===== config.mk =====
export PLATFORM = sky130hd
export DESIGN_NAME = csc_cell
export DESIGN_NICKNAME = d
export VERILOG_FILES = /design/src/rtl/core/csc_pkg.sv /design/src/rtl/core/csc_cell.sv
export SDC_FILE = /design/constraint.sdc
export NUM_CORES = 1
export LEC_CHECK = 0
export BUFFER_PORTS_ARGS = -buffer_cell sky130_fd_sc_hd__buf_2
export CAP_MARGIN = 10
export CORE_ASPECT_RATIO = 0.7
export CORE_MARGIN = 4
export CORE_UTILIZATION = 48
export CTS_BUF_LIST = sky130_fd_sc_hd__clkbuf_4
export CTS_CLUSTER_DIAMETER = 60
export DETAILED_ROUTE_END_ITERATION = 16
export PLACE_DENSITY = 0.71
export SETUP_SLACK_MARGIN = 0.1
export SYNTH_ARGS = -nofsm -noshare
export SYNTH_HDL_FRONTEND = slang
export SYNTH_SLANG_ARGS = --single-unit
export TNS_END_PERCENT = 5

===== constraint.sdc =====
create_clock -name aclk -period 16 [get_ports aclk]
set_input_delay 3.2 -clock aclk [delete_from_list [all_inputs] [get_ports aclk]]
set_output_delay 3.2 -clock aclk [all_outputs]
set_load 0.01 [all_outputs]

===== src/rtl/core/csc_pkg.sv =====
// Shared types and constants for the calibration sample coverage unit.
// Used by csc_cell and calibration_sample_coverage_unit; depends on nothing.
package csc_pkg;

    localparam int VAL_W      = 16;
    localparam int DIST_W     = 18;
    localparam int ENOUGH_W   = 7;
    localparam int OUT_CNT_W  = 7;
    localparam int NUM_VALS   = 4;
    localparam int CFG_IDX_W  = 1;
    localparam int CFG_DATA_W = 18;
    localparam int S_DATA_W   = 64;
    localparam int M_DATA_W   = 112;

    localparam logic MODE_OFFER = 1'b0;
    localparam logic MODE_CLEAR = 1'b1;

    localparam logic [CFG_IDX_W-1:0] REG_DIST_THRESHOLD = 1'd0;
    localparam logic [CFG_IDX_W-1:0] REG_ENOUGH_COUNT   = 1'd1;

    localparam logic [DIST_W-1:0]   DIST_THRESHOLD_RST = 18'd6554;
    localparam logic [ENOUGH_W-1:0] ENOUGH_COUNT_RST   = 7'd40;
    localparam logic [DIST_W-1:0]   BEST_INIT          = '1;

    typedef logic [NUM_VALS-1:0][VAL_W-1:0] csc_view_t;

    // One probe word travelling down the cell row.
    typedef struct packed {
        logic              valid;
        csc_view_t         vals;
        logic [DIST_W-1:0] best;
    } csc_probe_t;

endpackage


===== src/rtl/core/csc_cell.sv =====
// One storage cell of the sample row: holds a stored view and folds its
// L1 distance into the passing probe. Depends on csc_pkg.
module csc_cell #(
    parameter int CELL_IDX = 0,
    parameter int CNT_W    = 7
) (
    input  logic                aclk,
    input  logic                aresetn,
    input  logic [CNT_W-1:0]    count,
    input  logic                wr_en,
    input  csc_pkg::csc_view_t  wr_view,
    input  csc_pkg::csc_probe_t probe_in,
    output csc_pkg::csc_probe_t probe_out
);
    import csc_pkg::*;

    localparam logic [CNT_W-1:0] MY_IDX = CNT_W'(CELL_IDX);

    csc_view_t            sample_reg;
    csc_probe_t           probe_reg;
    csc_probe_t           probe_next;
    logic [NUM_VALS-1:0][VAL_W-1:0] diff;
    logic [DIST_W-1:0]    l1_dist;
    logic                 active;

    assign active = MY_IDX < count;

    always_comb begin
        for (int k = 0; k < NUM_VALS; k++) begin
            if (probe_in.vals[k] > sample_reg[k]) begin
                diff[k] = probe_in.vals[k] - sample_reg[k];
            end else begin
                diff[k] = sample_reg[k] - probe_in.vals[k];
            end
        end
        l1_dist = {2'b00, diff[0]} + {2'b00, diff[1]} + {2'b00, diff[2]} + {2'b00, diff[3]};
    end

    always_comb begin
        probe_next = probe_in;
        if (probe_in.valid && active && (l1_dist < probe_in.best)) begin
            probe_next.best = l1_dist;
        end
    end

    always_ff @(posedge aclk) begin
        if (wr_en && (count == MY_IDX)) begin
            sample_reg <= wr_view;
        end
    end

    always_ff @(posedge aclk) begin
        if (!aresetn) begin
            probe_reg.valid <= 1'b0;
        end else begin
            probe_reg.valid <= probe_next.valid;
        end
        probe_reg.vals <= probe_next.vals;
        probe_reg.best <= probe_next.best;
    end

    assign probe_out = probe_reg;

endmodule


==> reports/results.tsv <==
stage	metric	value	unit
clock_network	# hold bufs at CTS	0	
detailed_routing	Pre-antenna DRT Iters	6	
logic_synthesis	most common cell in the netlist	inv_1	
sta	setup TNS	0	ps
finish	fin nets	1854	
pwr	P_sw	0.739	mW
logic_synthesis	Avg Cell Area, Syn	9.37	µm²
sta	Final Critical Period	10010	ps
pwr	Pwr Total	1.77	mW
clock_network	worst skew pair latency	610	ps
sta	fmax	99.9	MHz
clock_network	CTS max path bufs	2	
detailed_routing	WL final	31300	µm
placement	Port Buffers	239	
logic_synthesis	post-synthesis async set-or-reset flop share	0	%
finish	fraction of layout cells with a size suffix above 1	20.4	%
logic_synthesis	count of cell types in the netlist	75	
critical_path	Worst Setup End Kind	flop	
logic_synthesis	Synth top area share	16.4	%
logic_synthesis	Synth Flop Type	dfxtp_1	
grt	total global routing overflow	0	
sta	Worst Tran Pin Value	1010	ps
logic_synthesis	Yosys Warn Count	0	
logic_synthesis	Post-synth EDFFs	64	
pwr	power per cell area	129	nW/µm²
pwr	share of power burned in registers	24.8	%
sta	Final period util	62.6	%
pwr	clock power share	16.4	%
critical_path	arrival time of the worst setup path	10500	ps
clock_network	Num Clock Sinks	147	
grt	first-pass GRT wire length	49500	µm
floorplanning	area of the core	24600	µm²
finish	Core Util, Final	55.7	%
grt	largest net degree at the start of global routing	65	
pwr	internal power	1.03	mW
placement	setup slack at placement	5550	ps
grt	gr usage total	22.4	%
sta	Hold Slack	1090	ps
detailed_routing	DR iter-0 viols	727	
placement	Final GP Congestion	0.915	
floorplanning	Initial Util	48.8	%
detailed_routing	detailed-route DRC error count	0	
floorplanning	site row count	48	
floorplanning	Die Y	140	µm
critical_path	worst setup path class	input port to flop	
placement	DP HPWL	25500	µm
sta	slew margin rel.	32.6	%
logic_synthesis	synth top area cells	ha_1 (16%), edfxtp_1 (16%), dfxtp_1 (14%), inv_1 (7.0%), fa_1 (6.7%)	
clock_network	Post-CTS Setup Bufs	0	
sta	unrepaired setup endpoints after global routing	no	
logic_synthesis	area of the mapped netlist	12000	µm²
sta	Setup WS post-layout	5990	ps
sta	Slew Viols, Final	0	
sta	final hold violation count	0	
logic_synthesis	cell count after synthesis	1282	
pwr	leak pwr	6.97	nW
grt	vias in the first global route	9294	
critical_path	critical path launch point type	input port	
clock_network	Clock Tree Root	clkbuf_4	
finish	P&R area growth vs syn	14.1	%
sta	Finish-stage setup viols	0	
detailed_routing	post-route ant nets	0	
clock_network	CTS tree	yes	
logic_synthesis	Seq cells post-synth	147	
run	Max Cap Viol	0	
floorplanning	Die X-Extent	197	µm
pwr	Sw Share	41.7	%
critical_path	CP required	16490	ps
sta	clk_skew	22.4	ps
clock_network	Inserted Clock Buffers	17	
critical_path	Worst Path Max Fanout	18	
logic_synthesis	biggest area consumer among synthesized cells	ha_1	
clock_network	H-tree depth	4	
detailed_routing	Vias/cell	5.32	
floorplanning	I/O pins	240	
clock_network	CTS clk-pin slew, worst paths	130	ps
min_path	hold crit path type	flop to flop	
pwr	logic gate share of total power	58.8	%
logic_synthesis	Post-synth top cells	inv_1 (224), ha_1 (158), a21oi_1 (110), dfxtp_1 (83), edfxtp_1 (64)	
floorplanning	die area	27700	µm²
status	status	finished, final reports clean	
pwr	peak supply drop	0.000147	V
finish	Largest register FFs	83	
logic_synthesis	part of the Yosys area used for sequential elements	29.8	%
logic_synthesis	Mapped Nets	1637	
clock_network	PostCTS Resize Cnt	0	
grt	antenna violations before repair	3	
detailed_routing	vias	9780	
detailed_routing	DR WL/cell	17.0	µm
## cell type report
| cell class | count | area [µm²] |
|---|---|---|
| fill | 2271 | 10900 |
| multi-input combinational | 867 | 7320 |
| sequential | 147 | 3580 |
| timing repair buffer | 242 | 1220 |
| inverter | 224 | 841 |
| tap | 325 | 407 |
| clock inverter | 14 | 210 |
| clock buffer | 18 | 135 |
| antenna | 1 | 2.50 |
## metal layers
| layer | GRT usage, % | up-vias | routed length (µm) | part of all wire [%] |
|---|---|---|---|---|
| met3 | 5.99 | 24 | 2540 | 8.1 |
| met5 | 0 | - | 8 | 0.026 |
| li1 | - | 4837 | - | - |
| met2 | 32.1 | 364 | 12900 | 41 |
| met4 | 5.00 | 2 | 350 | 1.1 |
| met1 | 33.6 | 4553 | 15500 | 50 |
## path summary, 6_finish.rpt
| path | from | endpoint | slack (ps) | cells past startpoint |
|---|---|---|---|---|
| setup / recovery | probe_in[52] | probe_out[3]$_DFF_P_ | 5990 | 26 |
| setup reg to reg | sample_reg[34]$_DFFE_PP_ | probe_out[3]$_DFF_P_ | 8290 | 24 |
| hold reg to reg | sample_reg[48]$_DFFE_PP_ | probe_out[0]$_DFF_P_ | 1090 | 4 |
| hold / removal | sample_reg[48]$_DFFE_PP_ | probe_out[0]$_DFF_P_ | 1090 | 4 |
## through the flow
stage | cells | cell area [µm²]
floorplan | 1282 | 12000
global placement | 1805 | 13400
detailed placement | 1805 | 13400
CTS | 1837 | 13700
global route | 1838 | 13700
finish | 1838 | 13700
## kinds of logic after synthesis
logic type	synth area share, %
AOI/OAI and AO/OA	18.4
xor gates and xnor gates	5.10
adders and majority gates	23.1
buffers and inverters	9.30
DFF	29.8
muxes	6.14
and+or+nand+nor	8.10
## critical path, cell delays in order
cell      delay, ps
buf_2           100
inv_1            50
ha_1            450
a211o_1         170
o211ai_1        150
a22oi_1         290
a211oi_1        130
nor2_2          800
mux2_1          440
fa_1            490
inv_1            50
fa_1            520
inv_1            50
ha_1            230
fa_1            400
a21oi_1         180
o21ai_0         130
a21oi_1         300
o21ai_0         150
xor2_1          180
ha_1            310
nand4_1          90
o31ai_1         240
nand4_1         140
a21oi_2         800
mux2_2          430
## cell usage in the layout (no fill, tap or decap), types with 17 or more instances in the layout
master,count
a21oi_1,110
xor2_1,34
xnor2_1,36
inv_1,224
fa_1,40
ha_1,158
nor2_1,39
o21a_1,17
edfxtp_1,64
a21o_1,45
buf_2,239
mux2i_1,49
mux2_2,21
clkbuf_4,18
nand2_1,50
o21ai_0,51
dfxtp_1,83
## power groups by stage
stage / Combinational (mW) / Sequential [mW] / Clock (mW)
after global placement: 0.998 / 0.449 / 0
after CTS: 1.04 / 0.441 / 0.302
after floorplan: 0.753 / 0.467 / 0
after detailed placement: 1.03 / 0.449 / 0
after global routing: 1.17 / 0.444 / 0.312
final: 1.04 / 0.440 / 0.290
No activity file was read; power rests on OpenSTA's default activity.
